--- config.mk ---
export PLATFORM = sky130hd
export DESIGN_NAME = modular_arithmetic_unit_top
export DESIGN_NICKNAME = d
export VERILOG_FILES = /design/src/mau_pkg.sv /design/src/modular_arithmetic_unit_top.sv /design/src/mau_addmod.sv
export SDC_FILE = /design/constraint.sdc
export NUM_CORES = 1
export LEC_CHECK = 0
export ABC_AREA = 1
export BUFFER_PORTS_ARGS = -buffer_cell sky130_fd_sc_hd__buf_2
export CAP_MARGIN = 20
export CORE_MARGIN = 4
export CORE_UTILIZATION = 40
export CTS_BUF_LIST = sky130_fd_sc_hd__clkbuf_4 sky130_fd_sc_hd__clkbuf_8
export DETAILED_ROUTE_END_ITERATION = 8
export HOLD_SLACK_MARGIN = 0.03
export PLACE_DENSITY_LB_ADDON = 0.15
export SYNTH_ARGS = -nofsm -noshare
export SYNTH_HDL_FRONTEND = slang
export SYNTH_SLANG_ARGS = --single-unit
--- constraint.sdc ---
create_clock -name clk -period 20 [get_ports clk]
set_input_delay 3 -clock clk [delete_from_list [all_inputs] [get_ports clk]]
set_output_delay 3 -clock clk [all_outputs]
set_load 0.02 [all_outputs]
--- src/mau_pkg.sv ---
`timescale 1ns / 1ps

package mau_pkg;

	// Operation codes carried in req_type
	localparam logic [2:0] OP_ADD = 3'd0;
	localparam logic [2:0] OP_SUB = 3'd1;
	localparam logic [2:0] OP_MUL = 3'd2;
	localparam logic [2:0] OP_DIV = 3'd3;
	localparam logic [2:0] OP_POW = 3'd4;

	// Field widths fixed by the interface
	localparam int A_W    = 32;
	localparam int B_W    = 64;
	localparam int DATA_W = 32;
	localparam int ADDR_W = 3;

	// Step counter covers the 64 bits of the wide operand
	localparam int CNT_W = 7;

	// Modulus after reset
	localparam logic [DATA_W-1:0] MOD_RESET = 32'd1000000007;

	// paddr[2] selects the register; only the modulus exists
	localparam logic REG_MODULUS = 1'b0;

	// Return targets of the shared multiply sequence
	localparam logic [1:0] RET_RES = 2'd0;
	localparam logic [1:0] RET_ACC = 2'd1;
	localparam logic [1:0] RET_SQ  = 2'd2;

endpackage

--- src/modular_arithmetic_unit_top.sv ---
// Modular arithmetic unit: each input word (req_type, operand_a, operand_b) yields one
// residue modulo the programmed modulus (register 0, reset 1000000007); add, subtract,
// multiply, divide by Fermat inverse (prime modulus assumed, divisor zero gives zero) and
// power with a raw 64-bit exponent; unknown codes or a modulus below two give zero. All
// arithmetic but the final subtract runs through one add-and-reduce unit that does one
// step per cycle: the operands are reduced bit by bit, and a multiply is done by shift
// and add. One word is worked on at a time; the input is stalled until its result is
// loaded into the output register.
`timescale 1ns / 1ps

module modular_arithmetic_unit_top
	import mau_pkg::*;
#(
	parameter int MOD_BITS = 32
) (
	input  logic              clk,
	input  logic              arst_n,

	input  logic              in_valid,
	output logic              in_stall,
	input  logic [2:0]        req_type,
	input  logic [A_W-1:0]    operand_a,
	input  logic [B_W-1:0]    operand_b,

	output logic              out_valid,
	input  logic              out_stall,
	output logic [DATA_W-1:0] residue,

	input  logic              psel,
	input  logic              penable,
	input  logic              pwrite,
	input  logic [ADDR_W-1:0] paddr,
	input  logic [DATA_W-1:0] pwdata,
	output logic [DATA_W-1:0] prdata,
	output logic              pready
);

	localparam logic [2:0] S_IDLE  = 3'd0;
	localparam logic [2:0] S_RED_A = 3'd1;
	localparam logic [2:0] S_RED_B = 3'd2;
	localparam logic [2:0] S_DISP  = 3'd3;
	localparam logic [2:0] S_PCHK  = 3'd4;
	localparam logic [2:0] S_MUL   = 3'd5;
	localparam logic [2:0] S_RET   = 3'd6;
	localparam logic [2:0] S_OUT   = 3'd7;

	localparam logic [MOD_BITS-1:0] ONE = MOD_BITS'(1);
	localparam logic [MOD_BITS-1:0] TWO = MOD_BITS'(2);

	logic [2:0]          state_q;
	logic [MOD_BITS-1:0] mod_q;
	logic [2:0]          op_q;
	logic [A_W-1:0]      a_q;
	logic [B_W-1:0]      b_q;
	logic [MOD_BITS-1:0] ra_q, rb_q, acc_q, sq_q, work_q, mx_q, my_q, res_q, residue_q;
	logic [CNT_W-1:0]    cnt_q;
	logic                add_q;
	logic [1:0]          ret_q;
	logic                vout_q;

	logic [MOD_BITS-1:0] u_x, u_y, u_r;
	logic                u_cin;
	logic [MOD_BITS-1:0] sub_v;
	logic                out_free;
	logic                load_out;

	// Config port
	assign pready = 1'b1;
	assign prdata = DATA_W'(mod_q);

	always_ff @(posedge clk or negedge arst_n) begin
		if (!arst_n) begin
			mod_q <= MOD_RESET[MOD_BITS-1:0];
		end else if (psel && penable && pwrite && paddr[2] == REG_MODULUS) begin
			mod_q <= pwdata[MOD_BITS-1:0];
		end
	end

	// Shared add-and-reduce unit
	mau_addmod #(.W(MOD_BITS)) u_addmod (
		.x   (u_x),
		.y   (u_y),
		.cin (u_cin),
		.m   (mod_q),
		.r   (u_r)
	);

	always_comb begin
		u_x   = work_q;
		u_y   = work_q;
		u_cin = 1'b0;
		unique case (state_q)
			S_RED_A: u_cin = a_q[A_W-1];
			S_RED_B: u_cin = b_q[B_W-1];
			S_MUL: begin
				if (add_q) u_y = mx_q;
			end
			S_DISP: begin
				u_x = ra_q;
				u_y = rb_q;
			end
			default: begin
				u_x   = work_q;
				u_y   = work_q;
				u_cin = 1'b0;
			end
		endcase
	end

	// subtract: wrap by the modulus when it borrows
	assign sub_v = ra_q - rb_q + ((ra_q < rb_q) ? mod_q : '0);

	// Handshake
	assign in_stall  = (state_q != S_IDLE);
	assign out_valid = vout_q;
	assign residue   = DATA_W'(residue_q);
	assign out_free  = !vout_q || !out_stall;
	assign load_out  = (state_q == S_OUT) && out_free;

	// Sequencer
	always_ff @(posedge clk or negedge arst_n) begin
		if (!arst_n) begin
			state_q <= S_IDLE;
			vout_q  <= 1'b0;
		end else begin
			// output word stays until taken, a new one loads when the register is free
			vout_q <= load_out || (vout_q && out_stall);
			unique case (state_q)
				S_IDLE: begin
					if (in_valid) begin
						op_q   <= req_type;
						a_q    <= operand_a;
						b_q    <= operand_b;
						work_q <= '0;
						cnt_q  <= CNT_W'(A_W);
						if (mod_q < TWO || req_type > OP_POW) begin
							res_q   <= '0;
							state_q <= S_OUT;
						end else begin
							state_q <= S_RED_A;
						end
					end
				end
				// reduce operand_a one bit per cycle
				S_RED_A: begin
					work_q <= u_r;
					a_q    <= {a_q[A_W-2:0], 1'b0};
					cnt_q  <= cnt_q - 1'b1;
					if (cnt_q == CNT_W'(1)) begin
						ra_q    <= u_r;
						work_q  <= '0;
						cnt_q   <= CNT_W'(B_W);
						state_q <= S_RED_B;
					end
				end
				// reduce operand_b; rotate so the raw exponent survives
				S_RED_B: begin
					work_q <= u_r;
					b_q    <= {b_q[B_W-2:0], b_q[B_W-1]};
					cnt_q  <= cnt_q - 1'b1;
					if (cnt_q == CNT_W'(1)) begin
						rb_q    <= u_r;
						state_q <= S_DISP;
					end
				end
				S_DISP: begin
					acc_q <= ONE;
					unique case (op_q)
						OP_ADD: begin
							res_q   <= u_r;
							state_q <= S_OUT;
						end
						OP_SUB: begin
							res_q   <= sub_v;
							state_q <= S_OUT;
						end
						OP_MUL: begin
							mx_q    <= ra_q;
							my_q    <= rb_q;
							work_q  <= '0;
							cnt_q   <= CNT_W'(MOD_BITS);
							add_q   <= 1'b0;
							ret_q   <= RET_RES;
							state_q <= S_MUL;
						end
						OP_DIV: begin
							if (rb_q == '0) begin
								res_q   <= '0;
								state_q <= S_OUT;
							end else begin
								sq_q    <= rb_q;
								b_q     <= B_W'(mod_q - TWO);
								state_q <= S_PCHK;
							end
						end
						default: begin
							sq_q    <= ra_q;
							state_q <= S_PCHK;
						end
					endcase
				end
				// square-and-multiply step, exponent scanned from its low bit
				S_PCHK: begin
					work_q <= '0;
					cnt_q  <= CNT_W'(MOD_BITS);
					add_q  <= 1'b0;
					if (b_q == '0) begin
						if (op_q == OP_DIV) begin
							mx_q    <= ra_q;
							my_q    <= acc_q;
							ret_q   <= RET_RES;
							state_q <= S_MUL;
						end else begin
							res_q   <= acc_q;
							state_q <= S_OUT;
						end
					end else if (b_q[0]) begin
						mx_q    <= sq_q;
						my_q    <= acc_q;
						ret_q   <= RET_ACC;
						state_q <= S_MUL;
					end else begin
						mx_q    <= sq_q;
						my_q    <= sq_q;
						ret_q   <= RET_SQ;
						state_q <= S_MUL;
					end
				end
				// shift-and-add modular multiply: double, then add when the bit is set
				S_MUL: begin
					work_q <= u_r;
					if (!add_q && my_q[MOD_BITS-1]) begin
						add_q <= 1'b1;
					end else begin
						add_q <= 1'b0;
						my_q  <= {my_q[MOD_BITS-2:0], 1'b0};
						cnt_q <= cnt_q - 1'b1;
						if (cnt_q == CNT_W'(1)) state_q <= S_RET;
					end
				end
				S_RET: begin
					unique case (ret_q)
						RET_ACC: begin
							acc_q   <= work_q;
							mx_q    <= sq_q;
							my_q    <= sq_q;
							work_q  <= '0;
							cnt_q   <= CNT_W'(MOD_BITS);
							add_q   <= 1'b0;
							ret_q   <= RET_SQ;
							state_q <= S_MUL;
						end
						RET_SQ: begin
							sq_q    <= work_q;
							b_q     <= {1'b0, b_q[B_W-1:1]};
							state_q <= S_PCHK;
						end
						default: begin
							res_q   <= work_q;
							state_q <= S_OUT;
						end
					endcase
				end
				// hand the result to the output register once it is free
				S_OUT: begin
					if (out_free) begin
						residue_q <= res_q;
						state_q   <= S_IDLE;
					end
				end
				default: state_q <= S_IDLE;
			endcase
		end
	end

endmodule

--- src/mau_addmod.sv ---
`timescale 1ns / 1ps

// r = (x + y + cin) mod m, valid when x + y + cin < 2*m
module mau_addmod #(
	parameter int W = 32
) (
	input  logic [W-1:0] x,
	input  logic [W-1:0] y,
	input  logic         cin,
	input  logic [W-1:0] m,
	output logic [W-1:0] r
);

	logic [W:0] sum;
	logic [W:0] dif;

	// one wide add, then a single conditional subtract of the modulus
	assign sum = {1'b0, x} + {1'b0, y} + {{W{1'b0}}, cin};
	assign dif = sum - {1'b0, m};
	assign r   = (sum >= {1'b0, m}) ? dif[W-1:0] : sum[W-1:0];

endmodule
==> results.cfg <==
[global_route]
grt_first_pass_wirelength_um = 162000
grt_antenna_before_repair = 4
grt_pass1_vias = 26226
grt_usage_pct = 27.4
grt_max_degree = 87
grt_overflow = 0

[die]
die_area_mm2 = 0.0776
initial_core_util_pct = 40.7
rows = 98
core_mm2 = 0.0720
dieHeight_um = 279
io_pins = 208
die_x_um = 279

[yosys]
yosysTopAreaCellShare_pct = 40.7
syn_avg_cell_area_um2 = 7.99
synth.area.top_cells = edfxtp_1 (41%), nand2_1 (12%), inv_1 (6.1%)
synth.distinct_cells = 56
synth_common_cells = nand2_1 (970), inv_1 (477), edfxtp_1 (397), nor2_1 (294), nand3_1 (234)
synthCells = 3664
synth-seq-cells = 433
synth.most_common_cell = nand2_1
synth_flop_cell = edfxtp_1
ys_seq_area_share_pct = 43.9
synth_area_mm2 = 0.0293
yosysTopAreaCell = edfxtp_1
synth_edf_count = 397
syn_nets = 3970
synth_warnings = 0
synthArstFlopShare_pct = 8.31

[placed_design]
dpl.hpwl_um = 81600
gp_congestion = 0.971
io_buffer_count = 204
place_area_mm2 = 0.0314

[setup_path]
slowest_stage = buf_4
cp-end-kind = flip-flop
cp.required_ns = 20.44
r2r_cells = 32
crit_top_cell = nand2_1
crit_type = reg2reg
worstSetupStartpointType = flip-flop
path_max_fanout = 63
cpPeakStageDelay_ns = 0.77
critPathArrivalTime_ns = 7.97

[sta]
fmax_ghz = 0.133
timing.hold.ws_ns = 0.411
setup_viol = 0
tns_ns = 0
min_period_over_period_pct = 37.7
fin_crit_ns = 7.53
worst_pin_slew_ns = 1.15
fin_skew_ns = 0.0288
drv_slew = 0
relSlewSlack_pct = 23.5
rsz0062_at_grt = no
finalHoldViolations = 0

[layout]
layout-drive-gt1-share_pct = 12.1
final_util_pct = 45.9
seqCellArea_mm2 = 0.0128
synthToLayoutAreaGrowth_pct = 12.9
nFillCells = 7341
design_area_mm2 = 0.0330
final_nets = 4162
multi_input_area_mm2 = 0.0142

[clock_tree]
clock-sinks = 433
cts-resized-gates = 0
postCtsSetupRepairBufs = 0
cts_root_buf = clkbuf_8
clkLatencyLatePin_ns = 0.70
holdBufCountCts = 0
cts.clk_slew.worst_paths_ns = 0.07
clockBufferDepth = 3
htreeDepth = 3
cts_tree = yes
cts_buffers = 82

[drt]
dr.pass1.iters = 5
drc = 0
avgViaCountPerCell = 5.59
wl_per_cell_um = 22.5
wirelength_um = 110000
drt_iter0_drc = 2486
detail-route-antenna-nets = 0
num_vias = 27216

[job]
maxCapViolCount = 0

[hold_path]
hp-class = reg2reg
hold_path_depth = 0

[status]
status = finished, final reports clean
==> critical path: cells and delay by family (launching register included) <==
family / cells / cell delay, ns
buf+inv: 5 / 1.43
compound gates: 5 / 1.05
fa+ha+maj: 3 / 1.04
simple gates: 19 / 3.16
flops: 1 / 0.56
==> metrics by stage <==
stage | cells | setup slack [ns]
after detailed placement | 4722 | 12.72
after global routing | 4868 | 12.03
after floorplan | 3664 | 5.99
final | 4868 | 12.47
after CTS | 4865 | 12.65
after global placement | 4721 | 12.68
==> final timing paths <==
path	endpoint	startpoint	slack, ns
worst max-delay path	res_q[26]$_DFFE_PP_	state_q[2]$_DFFE_PN0P_	12.47
worst min-delay path	residue[20]$_DFFE_PP_	res_q[20]$_DFFE_PP_	0.41
worst max register to register	res_q[26]$_DFFE_PP_	state_q[2]$_DFFE_PN0P_	12.47
worst min register to register	residue[20]$_DFFE_PP_	res_q[20]$_DFFE_PP_	0.41
max in group asynchronous	prdata[21]$_DFFE_PN0P_	arst_n	17.17
min in group asynchronous	prdata[4]$_DFFE_PN0P_	arst_n	2.37
==> layer usage <==
metal	wire length, µm	up-vias	GRT usage [%]	share of wire [%]
met1	47300	12980	38.0	43
li1	-	12856	-	-
met2	48700	1168	43.1	44
met5	0	-	0	0
met3	9370	212	4.92	8.5
met4	4270	0	10.1	3.9
==> kinds of logic after synthesis <==
logic type,share of synthesized area (%)
compound gates,13.2
xor+xnor,1.53
fa+ha+maj,7.92
buf+inv,8.12
flops,43.9
mux,0.0385
other cells,0.0128
simple gates,25.3
==> final cells by class <==
| cell class | count | area share, % |
|---|---|---|
| timing repair buffer | 244 | 4.06 |
| clock buffer | 117 | 4.31 |
| clock inverter | 26 | 0.704 |
| multi-input combinational | 2613 | 43.0 |
| tap | 950 | 3.60 |
| sequential | 433 | 38.9 |
| antenna | 3 | 0.0227 |
| inverter | 482 | 5.48 |
==> flip-flops by register name, summed over array words and instances, names as in the netlist, 2 cells and up <==
name	count
state_q	3
mx_q	32
cnt_q	7
prdata	32
sq_q	32
residue	32
op_q	3
rb_q	32
my_q	32
res_q	32
ra_q	32
ret_q	2
work_q	32
acc_q	32
a_q	32
b_q	64
==> placed cells by master (no fill, tap or decap), drive strengths merged, types with 10 or more instances in the layout <==
master and n:
o21a 11, o211ai 39, nand2 976, clkinv 20
ha 131, nand3 238, nor4 21, nor2 310
a21o 20, and2 13, dfstp 16, a21oi 231
xor2 43, o21bai 43, buf 244, inv 483
o21ai 210, nor3 33, nand4 124, fa 34
clkbuf 117, o221ai 26, a31oi 14, or2 10
edfxtp 397, o22ai 39, dfrtp 20
Power is not shown: default switching activity piles up to over one toggle a cycle in this logic, so the estimate is an artifact.
